### src/rtl/pdd_pkg.sv
// ----------------------------------------------------------------------------
// pdd_pkg
// Shared types and constants for the point distance and direction block.
// ----------------------------------------------------------------------------
package pdd_pkg;

	// Width of the fixed-point distance field of a result.
	localparam int DIST_W = 33;

	// Main direction codes.
	typedef enum logic [2:0] {
		DIR_UP    = 3'd0,
		DIR_DOWN  = 3'd1,
		DIR_RIGHT = 3'd2,
		DIR_LEFT  = 3'd3,
		DIR_TIE   = 3'd4,
		DIR_NONE  = 3'd5
	} dir_t;

	// One result as it is held in the output buffer.
	typedef struct packed {
		logic [DIST_W-1:0] dist_fixed;
		dir_t              direction;
	} result_t;

endpackage

### src/rtl/pdd_root_cell.sv
// ----------------------------------------------------------------------------
// pdd_root_cell
// One cell of the square root chain: takes the next two operand bits, tries
// the next root bit and hands remainder, partial root and operand onward.
// ----------------------------------------------------------------------------
module pdd_root_cell #(
	parameter int ROOT_W = 33,
	parameter int OP_W   = 2 * ROOT_W
) (
	input  logic                clk,
	input  logic                arst_n,
	input  logic                en,
	input  logic                valid_in,
	input  logic [OP_W-1:0]     op_in,
	input  logic [ROOT_W+1:0]   rem_in,
	input  logic [ROOT_W-1:0]   root_in,
	input  pdd_pkg::dir_t       dir_in,
	output logic                valid_out,
	output logic [OP_W-1:0]     op_out,
	output logic [ROOT_W+1:0]   rem_out,
	output logic [ROOT_W-1:0]   root_out,
	output pdd_pkg::dir_t       dir_out
);
	import pdd_pkg::*;

	logic              valid_q;
	logic [OP_W-1:0]   op_q;
	logic [ROOT_W+1:0] rem_q;
	logic [ROOT_W-1:0] root_q;
	dir_t              dir_q;

	logic [ROOT_W+1:0] rem_sh;
	logic [ROOT_W+1:0] trial;
	logic [ROOT_W+2:0] diff;
	logic              fits;

	// Bring down two operand bits and compare against 4*root + 1.
	assign rem_sh = {rem_in[ROOT_W-1:0], op_in[OP_W-1 -: 2]};
	assign trial  = {root_in, 2'b01};
	assign diff   = {1'b0, rem_sh} - {1'b0, trial};
	assign fits   = !diff[ROOT_W+2];

	always_ff @(posedge clk or negedge arst_n) begin
		if (!arst_n) begin
			valid_q <= 1'b0;
		end else if (en) begin
			valid_q <= valid_in;
		end
	end

	always_ff @(posedge clk) begin
		if (en) begin
			op_q   <= {op_in[OP_W-3:0], 2'b00};
			rem_q  <= fits ? diff[ROOT_W+1:0] : rem_sh;
			root_q <= {root_in[ROOT_W-2:0], fits};
			dir_q  <= dir_in;
		end
	end

	assign valid_out = valid_q;
	assign op_out    = op_q;
	assign rem_out   = rem_q;
	assign root_out  = root_q;
	assign dir_out   = dir_q;

endmodule

### config.mk
export PLATFORM = sky130hd
export DESIGN_NAME = pdd_root_cell
export DESIGN_NICKNAME = d
export VERILOG_FILES = /design/src/rtl/pdd_pkg.sv /design/src/rtl/pdd_root_cell.sv
export SDC_FILE = /design/constraint.sdc
export NUM_CORES = 1
export LEC_CHECK = 0
export BUFFER_PORTS_ARGS = -buffer_cell sky130_fd_sc_hd__buf_2
export CAP_MARGIN = 15
export CORE_MARGIN = 2
export CORE_UTILIZATION = 48
export DETAILED_ROUTE_END_ITERATION = 8
export PLACE_DENSITY = 0.78
export SKIP_LAST_GASP = 1
export SLEW_MARGIN = 20
export SYNTH_ARGS = -nofsm -noshare
export SYNTH_HDL_FRONTEND = slang
export SYNTH_SLANG_ARGS = --single-unit
export TNS_END_PERCENT = 20
### constraint.sdc
create_clock -name clk -period 1.07 [get_ports clk]
set_clock_uncertainty 0.05 [all_clocks]
set_input_delay 0.107 -clock clk [delete_from_list [all_inputs] [get_ports clk]]
set_output_delay 0.107 -clock clk [all_outputs]
set_load 0.005 [all_outputs]
Word-level counts from Yosys, hierarchy flattened
Cells that the tools add are included.
{ "word_totals": {"ff_bits": 136, "inputBits": 141, "out_inout_bits": 138, "word_cells": 8} }
{ "classes": {"addsub": 1, "n_mux": 1, "n_reduce_logical": 1} }
{ "op_table": {"columns": ["operator", "count"], "rows": [
  ["35-bit by 35-bit subtractor with 36-bit output", 1],
  ["35-bit 2-to-1 mux", 1],
  ["1-bit logical NOT", 1]
]} }

Depth between registers and ports, before layout
Gate-level depths: netlist (run 1).
{ "logic_depth": {"word_depth": 2, "ltp_mapped": 12, "mapped_depth_nobuf": 10} }

Worst setup path after synthesis (run 1)
OpenSTA, ideal clock, no wires.
{ "synth_path": {"path_type": "input to register", "startpoint": "input root_in[0]", "endpoint": "register rem_q[10], in the netlist rem_out[10] (data pin)", "t_arrival_ps": 2252, "setup_slack_ps": -1493, "stages": 10, "cell_sequence": "inv_1 -> ha_1 -> or3_4 -> o22ai_4 -> a2111oi_1 -> or4_4 -> a21oi_4 -> o21ai_2 -> buf_6 -> mux2_4"} }
{ "synth_via": {"elab_chain_cells": 2} }
{ "synth_rtl": {"columns": ["element", "line_no", "source"], "rows": [
  ["from (decl)", "pdd_root_cell.sv:16", "input logic [ROOT_W-1:0] root_in,"],
  ["35-bit by 35-bit subtractor with 36-bit output", "pdd_root_cell.sv:40", "assign diff = {1'b0, rem_sh} - {1'b0, trial};"],
  ["35-bit 2-to-1 mux", "pdd_root_cell.sv:54", "rem_q <= fits ? diff[ROOT_W+1:0] : rem_sh;"],
  ["to (signal assigned)", "pdd_root_cell.sv:54", null],
  ["to (decl)", "pdd_root_cell.sv:28", "logic [ROOT_W+1:0] rem_q;"]
]} }
No other way between the ends.
A chain may end at the register's enable or synchronous reset.

Worst setup path in the final report (run 1)
{ "layout_path": {"startpoint": "input root_in[6]", "endpoint": "register rem_q[30], in the netlist rem_out[30] (data pin)"} }
Same word-level chain as after synthesis.

==> impl_metrics.json, run 1 <==
{
  "rsz0062_at_grt": "true",
  "layout.cells.non_filler": 1286,
  "synth_xor_xnor_area_share_pct": 4.20,
  "synthAdderAreaFrac_pct": 6.37,
  "maxCapViolCount": 0,
  "grt_start_max_net_pins": 54,
  "final_util_pct": 87.6,
  "initial_core_util_pct": 48.7,
  "leakage_uw": 0.00543,
  "cp_data_required_time_ps": 1200,
  "violations": "setup timing",
  "rrSetupSlack_ps": 170,
  "cts_made_buffers": 17,
  "critPathLaunchType": "input pin",
  "placed_cells": 1111,
  "reg2reg_to": "valid_out",
  "power_density_mw_per_mm2": 1480,
  "worstSetupPathDepth": 14,
  "wire_per_inst_um": 24.3,
  "synth-simple-area-share_pct": 8.19,
  "synth_compound_area_share_pct": 13.4,
  "critPathTopFamily": "compound AO/OA/AOI/OAI gates",
  "hold_path.class": "input pin to flip-flop",
  "r2r_start": "valid_out",
  "whs_ps": 24.0,
  "syn_area_mm2": 0.00668,
  "hpwl_um": 15600,
  "track_usage_pct": 36.1,
  "worst-path-buf-inv": 5,
  "yosys.area.top_type": "edfxtp_1",
  "synth.top_cell.area_share_pct": 60.7,
  "synthTopCellsByArea": "edfxtp_1 (61%), ha_1 (6.4%), a21oi_1 (4.4%), xnor2_1 (2.8%), mux2_4 (2.5%)",
  "first_iter_violations": 808,
  "end_kind": "flip-flop",
  "root_buffer": "clkbuf_16",
  "peakVddDrop_uv": 1100,
  "area_delta_synth_final_pct": 79.9,
  "cp.arrival_ps": 2570,
  "antenna_found_initial": 2,
  "status": "complete, but fails checks",
  "remaining_drc_errors": 0,
  "synthMuxAreaShare_pct": 2.64,
  "endpoint": "rem_out[30]",
  "r2r_cells": 1,
  "fp.dieArea_mm2": 0.0149,
  "first_global_vias": 7501,
  "ys_top_cells_by_count": "edfxtp_1 (135), a21oi_1 (59), inv_1 (39), nor2_1 (38), ha_1 (34)",
  "gp_congestion": 0.896,
  "synthArstFlopShare_pct": 0.735,
  "rows": 43,
  "max_stage_delay_ps": 550,
  "ys_types": 58,
  "setup_slack_ps": -1370,
  "antenna_left": 0,
  "drv_slew": 0,
  "core_mm2": 0.0137,
  "syn_avg_cell_area_um2": 12.7,
  "fmax_ghz": 0.410,
  "htreeDepth": 4,
  "ios": 279,
  "synth-seq-area-share_pct": 61.1,
  "overflow": 0,
  "cts_buffer_depth": 2,
  "yosys_warnings": 0,
  "yosysMostFrequentCell": "edfxtp_1",
  "ys.flop_type": "edfxtp_1",
  "synth_top_family_by_area": "compound AO/OA/AOI/OAI gates",
  "worstHoldPathCells": 3,
  "setup_viol": 195,
  "synth_seq_cells": 136,
  "vias": 7431,
  "worstSetupPathType": "input pin to flip-flop",
  "io_buffer_count": 274,
  "clk_latency_ps": 440,
  "synth_edf_count": 135,
  "drtPass1Iterations": 8,
  "cp_cell_sequence": "buf_2 -> inv_2 -> ha_4 -> a21oi_2 -> o211ai_1 -> a32o_2 -> or4_4 -> a21oi_4 -> o21ai_4 -> buf_6 -> buf_8 -> buf_6 -> nor2_4 -> a21oi_2",
  "min_period_ps": 2440,
  "path_max_fanout": 6,
  "die_width_um": 122,
  "cts_tree": "built",
  "crit_start": "root_in[6]",
  "layout.nets": 1266,
  "hold_viol": 0,
  "syn_inst": 526,
  "drive_above_1_share_pct": 53.4,
  "grt_pass1_wl_um": 39900,
  "critPathSlowestCell": "or4_4",
  "clock-sinks": 136,
  "die_h_um": 122,
  "routed_wirelength_um": 31200,
  "clkTransAtPathRegs_ps": 70,
  "fin_crit_sh_pct": 228,
  "via_per_inst": 5.78
}
[through the flow]
| stage | TNS, ps | power [uW] | worst slack [ps] | area (um2) |
|---|---|---|---|---|
| 2_1_floorplan | -46120 | 8340 | -1380 | 6900 |
| 3_3_place_gp | -56000 | 10100 | -1650 | 9530 |
| 3_5_place_dp | -56640 | 10300 | -1690 | 9530 |
| 4_1_cts | -44720 | 16800 | -1200 | 11700 |
| 5_1_grt | -57440 | 18200 | -1380 | 12000 |
| 6_report | -53030 | 17800 | -1370 | 12000 |
[kinds of logic after synthesis]
family                     after synthesis
AOI/OAI and AO/OA                      136
xor gates and xnor gates                32
adders and majority gates               34
buffers and inverters                   61
DFF                                    136
muxes                                   12
other                                    1
and+or+nand+nor                        114
[layout by cell type, fill, tap and decap left out, drive strengths merged, types with 20 or more instances in the layout]
cell	Yosys	final
a21o	20	20
a21oi	61	61
buf	11	451
dlygate4sd3	0	116
edfxtp	135	135
ha	34	34
inv	39	47
nand2	25	25
nor2	38	38
xnor2	21	21
[state kept, by name, indices dropped and copies added, names as in the netlist]
signal	cells
root_out	33
valid_out	1
op_out	64
dir_out	3
rem_out	35
[power by group]
group          leakage [uW]  switching [uW]  internal [uW]  total, uW
Combinational       0.00382            2430           2570       5000
Sequential          0.00133             208           6470       6680
Clock              0.000277            2850           3290       6140
[how the worst min path moves through the flow]
stage | from | endpoint | slack [ps]
floorplan | arst_n | valid_out | -240
global placement | arst_n | valid_out | -170
detailed placement | arst_n | valid_out | -170
CTS | rem_in[9] | rem_out[11] | -30
global route | rem_in[0] | rem_out[2] | 20
finish | rem_in[7] | rem_out[9] | 20
[metal layers]
layer	global-route usage, %	up-vias	share of wire, %
li1	-	3077	-
met3	9.18	224	9.2
met2	64.2	658	48
met1	36.9	3472	34
met4	25.1	0	9.0
met5	0	-	0
[what timing repair did]
item | 4_1_cts | 5_1_grt
resized for setup | 61 | 70
endpoints found under the hold margin | 113 | 2
hold buffers | 114 | 2
pin swaps | 21 | 25
setup buffers | 17 | 6
endpoints found under the setup margin | 170 | 192
cloned | 2 | 0
[final cells by class]
cell class	instances	area (um2)
Timing Repair Buffer	567	4120
Sequential cell	136	4080
Multi-Input combinational cell	330	2840
Fill cell	611	1700
Clock buffer	17	425
Tap cell	180	225
Inverter	39	164
Clock inverter	15	156
Antenna cell	2	5.00
Power figures use the tool's default switching activity.
==> run 2, diff against run 1 <==
--- a/config.mk
+++ b/config.mk
@@ -10,7 +10,7 @@
 export CORE_MARGIN = 2
 export CORE_UTILIZATION = 48
 export DETAILED_ROUTE_END_ITERATION = 8
-export PLACE_DENSITY = 0.78
+export PLACE_DENSITY = 0.79
 export SKIP_LAST_GASP = 1
 export SLEW_MARGIN = 20
 export SYNTH_ARGS = -nofsm -noshare
==> run 2 against run 1 <==
  * Largest power group unchanged
  * Clock power grew 3.7%
  * The run still ends with setup timing left
  * Maximum frequency fell by 4.7%
  * Clock-buffer cell count did not move
==> impl_metrics.json, run 2 (synthesis gave the netlist of run 1 again) <==
{
  "drtPass1Iterations": 6,
  "antenna_found_initial": 1,
  "vias": 7569,
  "peakVddDrop_uv": 1220,
  "pwr-share-clk_pct": 35.3,
  "endpoint": "rem_out[9]",
  "root_buffer": "clkbuf_16",
  "track_usage_pct": 37.0,
  "antenna_left": 0,
  "largest_reg_flops": 64,
  "cts_made_buffers": 17,
  "intPower_uw": 12500,
  "remaining_drc_errors": 0,
  "path_max_fanout": 20,
  "fp.dieArea_mm2": 0.0149,
  "grt_util_met2_pct": 67.1,
  "r2r_cells": 1,
  "maxCapViolCount": 0,
  "drv_slew": 0,
  "grt_pass1_wl_um": 40600,
  "r2r_start": "valid_out",
  "via_per_inst": 5.94,
  "fmax_ghz": 0.390,
  "power_uw": 18000,
  "rsz0062_at_grt": "true",
  "end_kind": "flip-flop",
  "power_density_mw_per_mm2": 1510,
  "hold_path.class": "input pin to flip-flop",
  "wire_per_inst_um": 25.1,
  "rows": 43,
  "violations": "setup timing",
  "critPathLaunchType": "input pin",
  "cts_tree": "built",
  "combPwrFrac_pct": 27.6,
  "crit_start": "root_in[5]",
  "drive_above_1_share_pct": 52.4,
  "gp_congestion": 0.917,
  "busiest_layer": "met2",
  "area_delta_synth_final_pct": 79.2,
  "clock-sinks": 136,
  "reg2reg_to": "valid_out",
  "die_width_um": 122,
  "cp_data_required_time_ps": 1180,
  "setup_slack_ps": -1490,
  "cp.arrival_ps": 2670,
  "globalRouteMet1Util_pct": 37.8,
  "min_period_ps": 2560,
  "rrSetupSlack_ps": 270,
  "worstSetupPathType": "input pin to flip-flop",
  "pwr-share-seq_pct": 37.0,
  "htreeDepth": 4,
  "setup_viol": 167,
  "layout.nets": 1255,
  "die_h_um": 122,
  "clkTransAtPathRegs_ps": 70,
  "core_mm2": 0.0137,
  "grt_start_max_net_pins": 45,
  "status": "complete, but fails checks",
  "ios": 279,
  "hpwl_um": 15300,
  "hold_viol": 0,
  "first_global_vias": 7433,
  "final_cell_mix": "buf_2 (264), buf_4 (152), edfxtp_1 (135), dlygate4sd3_1 (117), a21oi_1 (40)",
  "final_common_cell": "buf_2",
  "leakage_uw": 0.00537,
  "initial_core_util_pct": 48.7,
  "routed_wirelength_um": 32000,
  "cts_buffer_depth": 2,
  "p_sw_uw": 5490,
  "fin_tns_setup_ps": -56170,
  "overflow": 0,
  "swShare_pct": 30.5,
  "clk_latency_ps": 430,
  "io_buffer_count": 274,
  "fin_crit_sh_pct": 239,
  "first_iter_violations": 897,
  "use_met3_pct": 7.91
}
[run 2: worst min path at each step]
stage,end,depth (start not counted),start
after floorplan,valid_out,0,arst_n
after global placement,valid_out,1,arst_n
after detailed placement,valid_out,1,arst_n
after CTS,rem_out[1],3,op_in[65]
after global routing,valid_out,2,en
final,rem_out[26],3,rem_in[24]
[run 2: power groups by stage]
stage,Clock (uW),Combinational [uW],Sequential (uW)
6_report,6370,4980,6680
4_1_cts,6080,4340,6620
5_1_grt,6520,5160,6710
3_5_place_dp,0,3520,6720
3_3_place_gp,0,3410,6700
2_1_floorplan,0,1550,6790
[run 2: routing by layer]
metal / up-vias / wire length, um
li1: 3062 / -
met1: 3548 / 10300
met2: 713 / 15500
met3: 246 / 3090
met4: 0 / 3030
met5: - / 0
[run 2: final cells by class]
class | instances | area, um2
diodes | 1 | 2.50
clock buffers | 17 | 425
clock inverters | 15 | 183
fillers | 551 | 1750
inverters | 39 | 166
multi-input cells | 330 | 2860
flip-flops and latches | 136 | 4080
well taps | 180 | 225
repair buffers | 556 | 4030
[run 2: critical path, stage by stage]
cell      delay (ps)
buf_2            140
inv_2             60
ha_4             170
a21oi_4          150
o211ai_1         170
a32o_2           310
or4_4            510
a21oi_4          250
o21ai_4          130
buf_12           170
buf_12           160
nor2_1           200
a21oi_1          130
[run 2: what timing repair did]
| item | in CTS | in global routing |
|---|---|---|
| pin swaps | 15 | 7 |
| endpoints found under the hold margin | 122 | 0 |
| cloned | 4 | 0 |
| hold buffers | 117 | 0 |
| gates resized for setup | 82 | 24 |
| endpoints found under the setup margin | 162 | 172 |
| buffers inserted | 14 | 8 |
[run 2: stage by stage]
stage | hold slack, ps | cell area, um2 | setup slack (ps) | utilization (%) | cells
after floorplan | -239 | 6900 | -1380 | - | 527
after global placement | -166 | 9470 | -1620 | 69.0 | 1099
after detailed placement | -166 | 9470 | -1670 | 69.0 | 1099
after CTS | 3.12 | 11800 | -1130 | 85.9 | 1265
after global routing | 27.6 | 12000 | -1460 | 87.2 | 1273
final | 13.5 | 12000 | -1490 | 87.3 | 1274
