==> config.mk <==
export PLATFORM = sky130hd
export DESIGN_NAME = pdd_out_buf_flat
export DESIGN_NICKNAME = d
export VERILOG_FILES = /design/src/rtl/pdd_pkg.sv /design/src/rtl/pdd_if.sv /design/src/rtl/pdd_out_buf.sv /design/src/flat_wrapper.sv
export SDC_FILE = /design/constraint.sdc
export NUM_CORES = 1
export LEC_CHECK = 0
export BUFFER_PORTS_ARGS = -buffer_cell sky130_fd_sc_hd__buf_4
export CAP_MARGIN = 20
export CORE_MARGIN = 2
export CORE_UTILIZATION = 40
export DETAILED_ROUTE_END_ITERATION = 10
export PLACE_DENSITY = 0.74
export SYNTH_ARGS = -nofsm -noshare
export SYNTH_HDL_FRONTEND = slang
export SYNTH_SLANG_ARGS = --single-unit
==> constraint.sdc <==
create_clock -name clk -period 4.5 [get_ports clk]
set_clock_uncertainty 0.05 [all_clocks]
set_input_delay 0.675 -clock clk [delete_from_list [all_inputs] [get_ports clk]]
set_output_delay 0.675 -clock clk [all_outputs]
set_load 0.03 [all_outputs]
==> src/rtl/pdd_pkg.sv <==
// ----------------------------------------------------------------------------
// pdd_pkg
// Shared types and constants for the point distance and direction block.
// ----------------------------------------------------------------------------
package pdd_pkg;

	// Width of the fixed-point distance field of a result.
	localparam int DIST_W = 33;

	// Main direction codes.
	typedef enum logic [2:0] {
		DIR_UP    = 3'd0,
		DIR_DOWN  = 3'd1,
		DIR_RIGHT = 3'd2,
		DIR_LEFT  = 3'd3,
		DIR_TIE   = 3'd4,
		DIR_NONE  = 3'd5
	} dir_t;

	// One result as it is held in the output buffer.
	typedef struct packed {
		logic [DIST_W-1:0] dist_fixed;
		dir_t              direction;
	} result_t;

endpackage

==> src/rtl/pdd_if.sv <==


// Result channel: fixed-point distance and main direction code.
interface pdd_result_if ();
	logic                          valid;
	logic                          ready;
	logic [pdd_pkg::DIST_W-1:0]    dist_fixed;
	pdd_pkg::dir_t                 direction;

	modport source (output valid, output dist_fixed, output direction, input ready);
	modport sink (input valid, input dist_fixed, input direction, output ready);
endinterface

==> src/rtl/pdd_out_buf.sv <==
// ----------------------------------------------------------------------------
// pdd_out_buf
// Output register with a skid register behind it; the pipeline stalls only
// while the skid register holds a result.
// ----------------------------------------------------------------------------
module pdd_out_buf (
	input  logic                clk,
	input  logic                arst_n,
	input  logic                in_valid,
	input  pdd_pkg::result_t    in_data,
	output logic                pipe_en,
	pdd_result_if.source        result
);
	import pdd_pkg::*;

	logic    out_valid_q;
	logic    skid_full_q;
	result_t out_q;
	result_t skid_q;
	logic    take;
	logic    drain;
	logic    load_out;
	logic    load_skid;

	// A result from the chain only counts while the chain is moving.
	assign pipe_en   = !skid_full_q;
	assign take      = in_valid && !skid_full_q;
	assign drain     = out_valid_q && result.ready;
	assign load_out  = (drain && skid_full_q) || (take && (drain || !out_valid_q));
	assign load_skid = take && out_valid_q && !drain;

	always_ff @(posedge clk or negedge arst_n) begin
		if (!arst_n) begin
			out_valid_q <= 1'b0;
			skid_full_q <= 1'b0;
		end else begin
			if (load_out) begin
				out_valid_q <= 1'b1;
			end else if (drain) begin
				out_valid_q <= 1'b0;
			end
			if (load_skid) begin
				skid_full_q <= 1'b1;
			end else if (drain) begin
				skid_full_q <= 1'b0;
			end
		end
	end

	always_ff @(posedge clk) begin
		if (load_out) begin
			out_q <= skid_full_q ? skid_q : in_data;
		end
		if (load_skid) begin
			skid_q <= in_data;
		end
	end

	assign result.valid      = out_valid_q;
	assign result.dist_fixed = out_q.dist_fixed;
	assign result.direction  = out_q.direction;

endmodule

==> src/flat_wrapper.sv <==
// flat-port wrapper written by rule: the top's interface ports become plain ports
module pdd_out_buf_flat import pdd_pkg::*;
  (clk, arst_n, in_valid, in_data, pipe_en, result_valid, result_dist_fixed, result_direction, result_ready);
  pdd_result_if result_i ();
  input  logic clk;
  input  logic arst_n;
  input  logic in_valid;
  input  pdd_pkg::result_t in_data;
  output logic pipe_en;
  output wire logic [$bits(result_i.valid)-1:0] result_valid;
  output wire logic [$bits(result_i.dist_fixed)-1:0] result_dist_fixed;
  output wire logic [$bits(result_i.direction)-1:0] result_direction;
  input wire logic [$bits(result_i.ready)-1:0] result_ready;
  assign result_valid = result_i.valid;
  assign result_dist_fixed = result_i.dist_fixed;
  assign result_direction = result_i.direction;
  assign result_i.ready = result_ready;
  pdd_out_buf u_core (.clk(clk), .arst_n(arst_n), .in_valid(in_valid), .in_data(in_data), .pipe_en(pipe_en), .result(result_i));
endmodule
=== Word level (Yosys, flattened, before mapping) ===
Cells that the tools add are included.

* Bits in read-only memories: 0
* Output and inout port bits: 38
* RAM bits: 0
* Memories: 0
* Register bits: 74
* Logic and storage cells: 23
* Input bits: 40
* Latch bits: 0

* $add $sub $neg: 0
* Shift-type cells: 0
* Div/mod/pow operators: 0
* Order comparisons: 0
* Equal/unequal tests: 0
* Bitwise logic cells: 0
* Multiply operators: 0
* Mux-type cells: 4
* Reductions and logical operators: 13

{| class="wikitable"
|+ Operators by type and width
! cell !! count
|-
| 2-to-1 mux 36 bit || 1
|-
| logical AND 1 bit || 6
|-
| nonzero test 2 bit || 2
|-
| logical NOT 1 bit || 3
|-
| 2-to-1 mux 1 bit || 3
|-
| logical OR 1 bit || 2
|}

=== Longest topological paths before layout ===
Gate-level depths: netlist (run 1).

* Depth after elaboration: 5
* Gate-level depth with buffers: 3
* Gate-level depth less buffers: 2

=== Worst setup path after synthesis (run 1) ===
No wires, ideal clock.

* Path kind: flip-flop to flip-flop
* From: register u_core.skid_full_q
* To: register u_core.skid_q[0] in the netlist's numbering, enable pin
* Buffers on the path: 1
* Required time: 3,976 ps
* Stages on the path, launching flop included: 4
* Path slack: 781 ps
* Arrival time: 3,195 ps
* Clock period less this slack: 3,719 ps
* Setup time: 474 ps
* Path through: dfrtp_1 buf_6 nand2b_4 nor3_1

* Cells in the longest elaborated chain, start to end: 4

{| class="wikitable"
|+ Ends and longest elaborated chain
! item !! RTL line !! RTL
|-
| start, declared || pdd_out_buf.sv:17 || <nowiki>logic skid_full_q;</nowiki>
|-
| start signal, assigned || pdd_out_buf.sv:35 || <nowiki>skid_full_q <= 1'b0;</nowiki>
|-
| start signal, assigned || pdd_out_buf.sv:43 || <nowiki>skid_full_q <= 1'b1;</nowiki>
|-
| start signal, assigned || pdd_out_buf.sv:45 || <nowiki>skid_full_q <= 1'b0;</nowiki>
|-
| logical NOT 1 bit || pdd_out_buf.sv:27 || <nowiki>assign take = in_valid && !skid_full_q;</nowiki>
|-
| logical AND 1 bit || pdd_out_buf.sv:27 ||
|-
| logical AND 1 bit (2 in a row) || pdd_out_buf.sv:30 || <nowiki>assign load_skid = take && out_valid_q && !drain;</nowiki>
|-
| via u_core.load_skid || pdd_out_buf.sv:23 || <nowiki>logic load_skid;</nowiki>
|-
| end signal, assigned || pdd_out_buf.sv:55 || <nowiki>skid_q <= in_data;</nowiki>
|-
| end, declared || pdd_out_buf.sv:19 || <nowiki>result_t skid_q;</nowiki>
|}

The timed path passes the listed nets, and every way through them passes these cells.
A chain may end at the register's enable or synchronous reset.

=== Final worst setup path (run 1) ===
* From: register u_core.skid_full_q
* To: output port pipe_en

* Cells in the longest elaborated chain, start to end: 1

{| class="wikitable"
|+ Ends and longest elaborated chain
! item !! RTL line !! RTL
|-
| logical NOT 1 bit || pdd_out_buf.sv:26 || <nowiki>assign pipe_en = !skid_full_q;</nowiki>
|-
| end, declared || flat_wrapper.sv:9 || <nowiki>output logic pipe_en;</nowiki>
|}

No other way between the ends.

==> results.md, run 1 <==
- Number of library cell types mapped by synthesis: 12
- Post-route cell area: between 3000 and 4000 um2
- DR iter-0 viols: 130
- Top FF cell, synth: edfxtp_1
- PwrDens: about 660 nW/um2
- Post-CTS Setup Inserts: 0
- Pleak: between 0.001 and 0.0015 uW
- Post-Synth XOR/XNOR Area: 0
- Synth top area cells: edfxtp_1 79%, mux2_2 15%, dfrtp_1 1.8%
- Port bufs: 77
- Die Footprint: about 7500 um2
- Final ANT Viol Nets: 0
- Largest net degree at the start of global routing: 42
- Fraction of the mapped netlist area in simple logic gates: 0.01148
- Critical-path cell list: inv_1 > buf_4
- Global route overflow: 0
- Top-count cell post-synth: edfxtp_1
- Vias: 1384
- Slew @ Worst Pin: between 0.8 and 0.9 ns
- Area Overhead vs Synth: 31.04%
- Core ar.: between 6000 and 7000 um2
- Register area: 2213 um2
- Seq/Total Area, Yosys: 0.8118
- Synthesis-stage register bit count: 74
- CTS sink cnt: 74
- R2r setup slk: approximately 2.4 ns
- Reg-to-reg critical path startpoint: u_core.skid_full_q
- Vias in the first global route: between 1000 and 1500
- Starting Density: 0.4079
- Crit path launch type: flip-flop
- Comb pwr share: 0.347
- Min Tclk post-route: 2.293 ns
- Number of synthesized flops with an enable pin: slightly above 70
- Hold Path Class: in -> async
- Row count: 30
- Status: complete, no violations
- I/O Pins: 78
- Peak VDD IR: 0.4388 mV
- Chip height: between 80 and 90 um
- Detailed Place HPWL: around 3200 um
- Yosys warning total: 0
- Initial antenna violation count: 0
- Placement Cell Area: 3397 um2
- Drt wl/cell: between 15 and 20 um
- Post-synthesis compound-gate area fraction: 0.008724
- Layout cell share with drive strength beyond 1: 0.6157
- Main combinational cell family by area after synthesis: multiplexers
- Yosys top cell area share: 0.7934
- Netlist Area Pre-Place: approximately 2700 um2
- Clk pwr share: 0.175
- Most instantiated cells after synthesis: 72 x edfxtp_1, 36 x mux2_2, 4 x buf_6
- Final GP Congestion: 0.7092
- Slowest stage delay, CP: 0.96 ns
- Hold_ws: 0.06852 ns
- Max H-tree Level: 3
- Setup violators final: 0
- P_int: 1548 uW
- R2R Path End: u_core.result.dist_fixed[17]
- Setup CP Type: reg -> out
- Post-synthesis adder-cell area fraction: 0
- Slowest-stage cell, CP: dfrtp_2
- First-pass GRT wire length: approximately 7400 um
- Clock Path Buffers: 2
- Max Cap Violations: 0
- Max Slew Vio Count: 0
- TritonCTS clock tree: yes
- DRC violations left: 0
- Cells after Synth: about 120
- Required @ worst endpoint: between 3 and 4 ns
- Die Wd: ~87 um
- Routed WL: roughly 4700 um
- Post-synth ARST share: 0.02703
- Number of inserted diodes: 0
- Max Fanout on Critical Path: between 40 and 50
- Fillers: ~580
- CTS buffer count: 9
- Clock slew at reported path FFs: approximately 0.07 ns
- Via/cell ratio: 4.676
- Resized Gates After CTS: 0
- P_sw: 791.4 uW
- Multi-input gate area: just under 500 um2
- Yosys top cell by area: edfxtp_1
- Mapped Nets: about 160
- Hold_buf cts: 0
- Clk Latency, worst-skew pair: ~0.32 ns
- Gr usage total: 0.1335
- Fmax: 0.4361 GHz
- Final period utilization: 0.5096
- RSZ-0062 raised after global routing: no
- Sequential share of power: 0.478
- Crit. End Element: primary output
- Arrival time at the worst endpoint: approximately 1.6 ns
- Detailed Routing Iterations Pass 1: 4
- Rel. slew slack: 0.4029
- Final Hold Viols: 0
- Syn avg cell area: between 20 and 25 um2
- Utilization after layout: 0.5345
- Switching share of total power: 0.3383
- Post-synthesis mux area share: 0.1488
- R2R depth: 3
- Clk root buf: clkbuf_8
- Nets: 251
- Post-route setup TNS: 0 ns
-- state kept, by name (all words and copies together) (netlist names) --
name and cells:
u_core.result.direction 3, u_core.result.dist_fixed 33, u_core.result.valid 1, u_core.skid_full_q 1, u_core.skid_q 36
-- per-layer routing --
metal,part of all wire,vias to the layer above,GRT usage
li1,-,665,-
met1,0.42,650,0.1756
met2,0.46,65,0.1944
met3,0.11,4,0.05619
met4,0.0075,0,0.05966
met5,0,-,0
-- power groups by stage --
stage / Sequential (uW) / Clock [uW] / Combinational, uW
after CTS: 1130 / 428 / 800
after global routing: 1140 / 461 / 858
after floorplan: 1350 / 0 / 309
final: 1120 / 410 / 812
after global placement: 1140 / 0 / 785
after detailed placement: 1140 / 0 / 798
-- kinds of logic (layout without fill, tap and decap cells) --
group | count (synthesis) | in the layout
DFF | 74 | 74
muxes | 36 | 36
buffers and inverters | 6 | 98
AOI/OAI and AO/OA | 4 | 4
and+or+nand+nor | 4 | 4
-- cell type report --
cell class | count | share of cell area
tap | 80 | 0.02803
multi-input combinational | 44 | 0.1352
inverter | 2 | 0.002102
clock buffer | 12 | 0.03784
sequential | 74 | 0.6198
clock inverter | 4 | 0.005256
timing repair buffer | 80 | 0.1717
-- worst max path at each step --
| stage | from | endpoint | cells after the start |
|---|---|---|---|
| floorplan | in_valid | u_core.skid_q[0] | 2 |
| global placement | u_core.skid_full_q | u_core.result.dist_fixed[2] | 2 |
| detailed placement | u_core.skid_full_q | u_core.result.dist_fixed[8] | 2 |
| CTS | u_core.skid_full_q | u_core.result.dist_fixed[12] | 2 |
| global route | u_core.skid_full_q | pipe_en | 2 |
| finish | u_core.skid_full_q | pipe_en | 2 |
-- worst max-delay path: cells and delay by family (launching register included) --
kind | cells | cell delay, ns
flip-flops | 1 | 0.96
buffers and inverters | 2 | 0.28
-- metrics by stage --
step / cells / setup slack, ns / power (uW)
2_1_floorplan: 124 / 0.7808 / 1655
3_3_place_gp: 279 / 1.910 / 1923
3_5_place_dp: 279 / 1.873 / 1938
4_1_cts: 295 / 1.858 / 2356
5_1_grt: 296 / 2.114 / 2458
6_report: 296 / 2.207 / 2339
-- cells in the final DEF (no fill, tap or decap) --
cell type / synthesis / layout
a21oi_1: 2 / 2
a2bb2oi_4: 0 / 1
and2b_2: 1 / 1
buf_12: 0 / 1
buf_4: 0 / 79
clkbuf_1: 0 / 3
clkbuf_8: 0 / 9
clkinv_1: 0 / 1
clkinv_2: 0 / 3
dfrtp_1: 2 / 1
dfrtp_2: 0 / 1
edfxtp_1: 72 / 72
inv_1: 2 / 2
mux2_2: 36 / 36
nand2_1: 1 / 1
nand2b_4: 1 / 1
nor3_2: 0 / 1
o21ai_0: 1 / 1
(Power assumes the default switching activity.)
==> run 2: changes to the inputs <==
==> constraint.sdc (replaced) <==
create_clock -name clk -period 2.24 [get_ports clk]
set_clock_uncertainty 0.05 [all_clocks]
set_input_delay 0.336 -clock clk [delete_from_list [all_inputs] [get_ports clk]]
set_output_delay 0.336 -clock clk [all_outputs]
set_load 0.03 [all_outputs]
==> run 2 against run 1 <==
  * Worst setup slack got worse by 1.8 ns
  * Total power increased by 110%
  * Worst hold slack improved by 0.066 ns
  * Utilization increased by 1.1 points
  * Critical path type is now reg -> reg
==> results.md, run 2 (same netlist as run 1, synthesis figures left out) <==
- Status: complete, no violations (unchanged)
- Switching share of total power: 0.3283 (was 0.3383)
- Pleak: 0.001376 uW (was 0.001341 uW)
- Number of inserted diodes: 0 (unchanged)
- Area Overhead vs Synth: 33.70% (was 31.04%)
- I/O Pins: 78 (unchanged)
- Via/cell ratio: 4.736 (was 4.676)
- Layout cell share with drive strength beyond 1: 0.6210 (was 0.6157)
- P_int: 3333 uW (was 1548 uW)
- Row count: 30 (unchanged)
- Final Hold Viols: 0 (unchanged)
- Detailed Routing Iterations Pass 1: 4 (unchanged)
- Setup violators final: 0 (unchanged)
- Non-filler cells, final: 299 (was 296)
- Max H-tree Level: 3 (unchanged)
- Detailed Place HPWL: 3192 um (was 3186 um)
- Final GP Congestion: 0.7009 (was 0.7092)
- Drt wl/cell: 15.72 um (was 15.76 um)
- CTS sink cnt: 74 (unchanged)
- Multi-input gate area: 489.2 um2 (was 483.0 um2)
- TritonCTS clock tree: yes (unchanged)
- Required @ worst endpoint: 2.20 ns (was 3.77 ns)
- Initial antenna violation count: 0 (unchanged)
- Clk root buf: clkbuf_8 (unchanged)
- Starting Density: 0.4079 (unchanged)
- Commonest non-fill, non-tap cells in the layout: 82 x buf_4, 72 x edfxtp_1, 36 x mux2_2, 9 x clkbuf_8 (was 79 x buf_4, 72 x edfxtp_1, 36 x mux2_2, 9 x clkbuf_8)
- Post-CTS Setup Inserts: 0 (unchanged)
- Final ANT Viol Nets: 0 (unchanged)
- Clk pwr share: 0.219 (was 0.175)
- Min Tclk post-route: between 1.5 and 2 ns
- Fmax: ~0.56 GHz
- Slew @ Worst Pin: 0.4977 ns (was 0.8957 ns)
- Crit. End Element: flip-flop (was primary output)
- DR iter-0 viols: 95 (was 130)
- Slowest stage delay, CP: 0.44 ns (was 0.96 ns)
- Vias in the first global route: 1466 (was 1476)
- Die Footprint: 7489 um2 (unchanged)
- Nets: 254 (was 251)
- Top reg by flops: u_core.skid_q (unchanged)
- Clk Latency, worst-skew pair: 0.33 ns (was 0.32 ns)
- CP top delay family: buffers and inverters (was flip-flops)
- CTS buffer count: 9 (unchanged)
- Clock Path Buffers: 2 (unchanged)
- Vias: 1416 (was 1384)
- Sequential share of power: 0.429 (was 0.478)
- Fillers: 555 (was 576)
- First-pass GRT wire length: 7334 um (was 7417 um)
- Max reg flops: 36 (unchanged)
- Buffers and inverters on the worst path: 2 (unchanged)
- Max Cap Violations: 0 (unchanged)
- Register area: 2212 um2 (was 2213 um2)
- Max Fanout on Critical Path: 40 (was 41)
- PwrDens: 1362 nW/um2 (was 655.1 nW/um2)
- Resized Gates After CTS: 0 (unchanged)
- P_sw: 1629 uW (was 791.4 uW)
- Rel. slew slack: 0.6682 (was 0.4029)
- Pre-CTS WS: 0.4342 ns (was 1.873 ns)
- Routed WL: 4699 um (was 4665 um)
- Most common cell after layout, fill and taps aside: buf_4 (unchanged)
- Slowest-stage cell, CP: buf_4 (was dfrtp_2)
- Critical-path cell list: buf_4 > nand2_1 > a2bb2oi_4 > buf_4 (was inv_1 > buf_4)
- Chip height: 86.54 um (unchanged)
- Largest net degree at the start of global routing: 41 (was 42)
- Max Slew Vio Count: 0 (unchanged)
- Die Wd: 86.54 um (unchanged)
- Comb pwr share: 0.352 (was 0.347)
- Final period utilization: 0.8024
- Hold Path Class: in -> reg (was in -> async)
- Global route overflow: 0 (unchanged)
- Peak VDD IR: 1.082 mV (was 0.4388 mV)
- Gr usage total: 0.1321 (was 0.1335)
- Port bufs: 77 (unchanged)
- Placed insts: 282 (was 279)
- Crit path launch type: flip-flop (unchanged)
- RSZ-0062 raised after global routing: no (unchanged)
- Core ar.: 6681 um2 (unchanged)
- Clock slew at reported path FFs: 0.08 ns (was 0.07 ns)
- CP most frequent cell: buf_4
- Setup CP Type: reg -> reg (was reg -> out)
- Arrival time at the worst endpoint: 1.76 ns (was 1.57 ns)
- Post-route setup TNS: 0 ns (unchanged)
- Final WS setup: 0.4426 ns (was 2.207 ns)
- DRC violations left: 0 (unchanged)
run 2: cell count changes in the layout (fill, tap and decap cells not counted), sizes merged:
cell / previous run / this run
buf: 80 / 82
bufinv: 0 / 2
clkbuf: 12 / 10
clkinv: 4 / 3
clkinvlp: 0 / 1
dlygate4sd3: 0 / 1
run 2: repair_timing:
item | 4_1_cts | 5_1_grt
setup endpoints to repair | 0 | 0
hold buffers | 1 | 0
hold endpoints to repair | 2 | 0
run 2: worst paths after layout:
kind                                                 to  depth (start not counted)  slack, ns                 from
min in group asynchronous            u_core.skid_full_q                          2       0.27               arst_n
hold / removal                         u_core.skid_q[9]                          1       0.13           in_data[9]
setup reg to reg           u_core.result.dist_fixed[18]                          4       0.44   u_core.skid_full_q
max in group asynchronous           u_core.result.valid                          2       1.78               arst_n
hold reg to reg                      u_core.skid_full_q                          1       0.48  u_core.result.valid
setup / recovery           u_core.result.dist_fixed[18]                          4       0.44   u_core.skid_full_q
run 2: layout make-up:
cell class,count,area share
Sequential cell,74,0.6071
Timing Repair Buffer,83,0.1717
Multi-Input combinational cell,44,0.1343
Clock buffer,10,0.03503
Tap cell,80,0.02747
Clock inverter,6,0.02232
Inverter,2,0.002060
run 2: through the flow:
step	cell area [um2]	utilization	hold slack (ns)	power, uW
after floorplan	2743	-	-0.009591	3329
after global placement	3425	0.5125	0.06861	3888
after detailed placement	3425	0.5125	0.07102	3915
after CTS	3643	0.5453	0.1176	5019
after global routing	3643	0.5453	0.1096	5181
final	3643	0.5453	0.1341	4963
run 2: routing by layer:
| layer | up-vias | track usage | wire, um |
|---|---|---|---|
| met2 | 62 | 0.1825 | 2151 |
| met1 | 676 | 0.1893 | 2137 |
| li1 | 671 | - | - |
| met5 | - | 0 | 0 |
| met4 | 0 | 0.06818 | 68 |
| met3 | 7 | 0.03905 | 341 |
run 2: power by group through the flow:
stage	Combinational, uW	Sequential [uW]	Clock [uW]
after global routing	1850	2160	1160
after detailed placement	1760	2150	0
after CTS	1770	2130	1110
final	1750	2130	1090
after floorplan	640	2690	0
after global placement	1740	2150	0
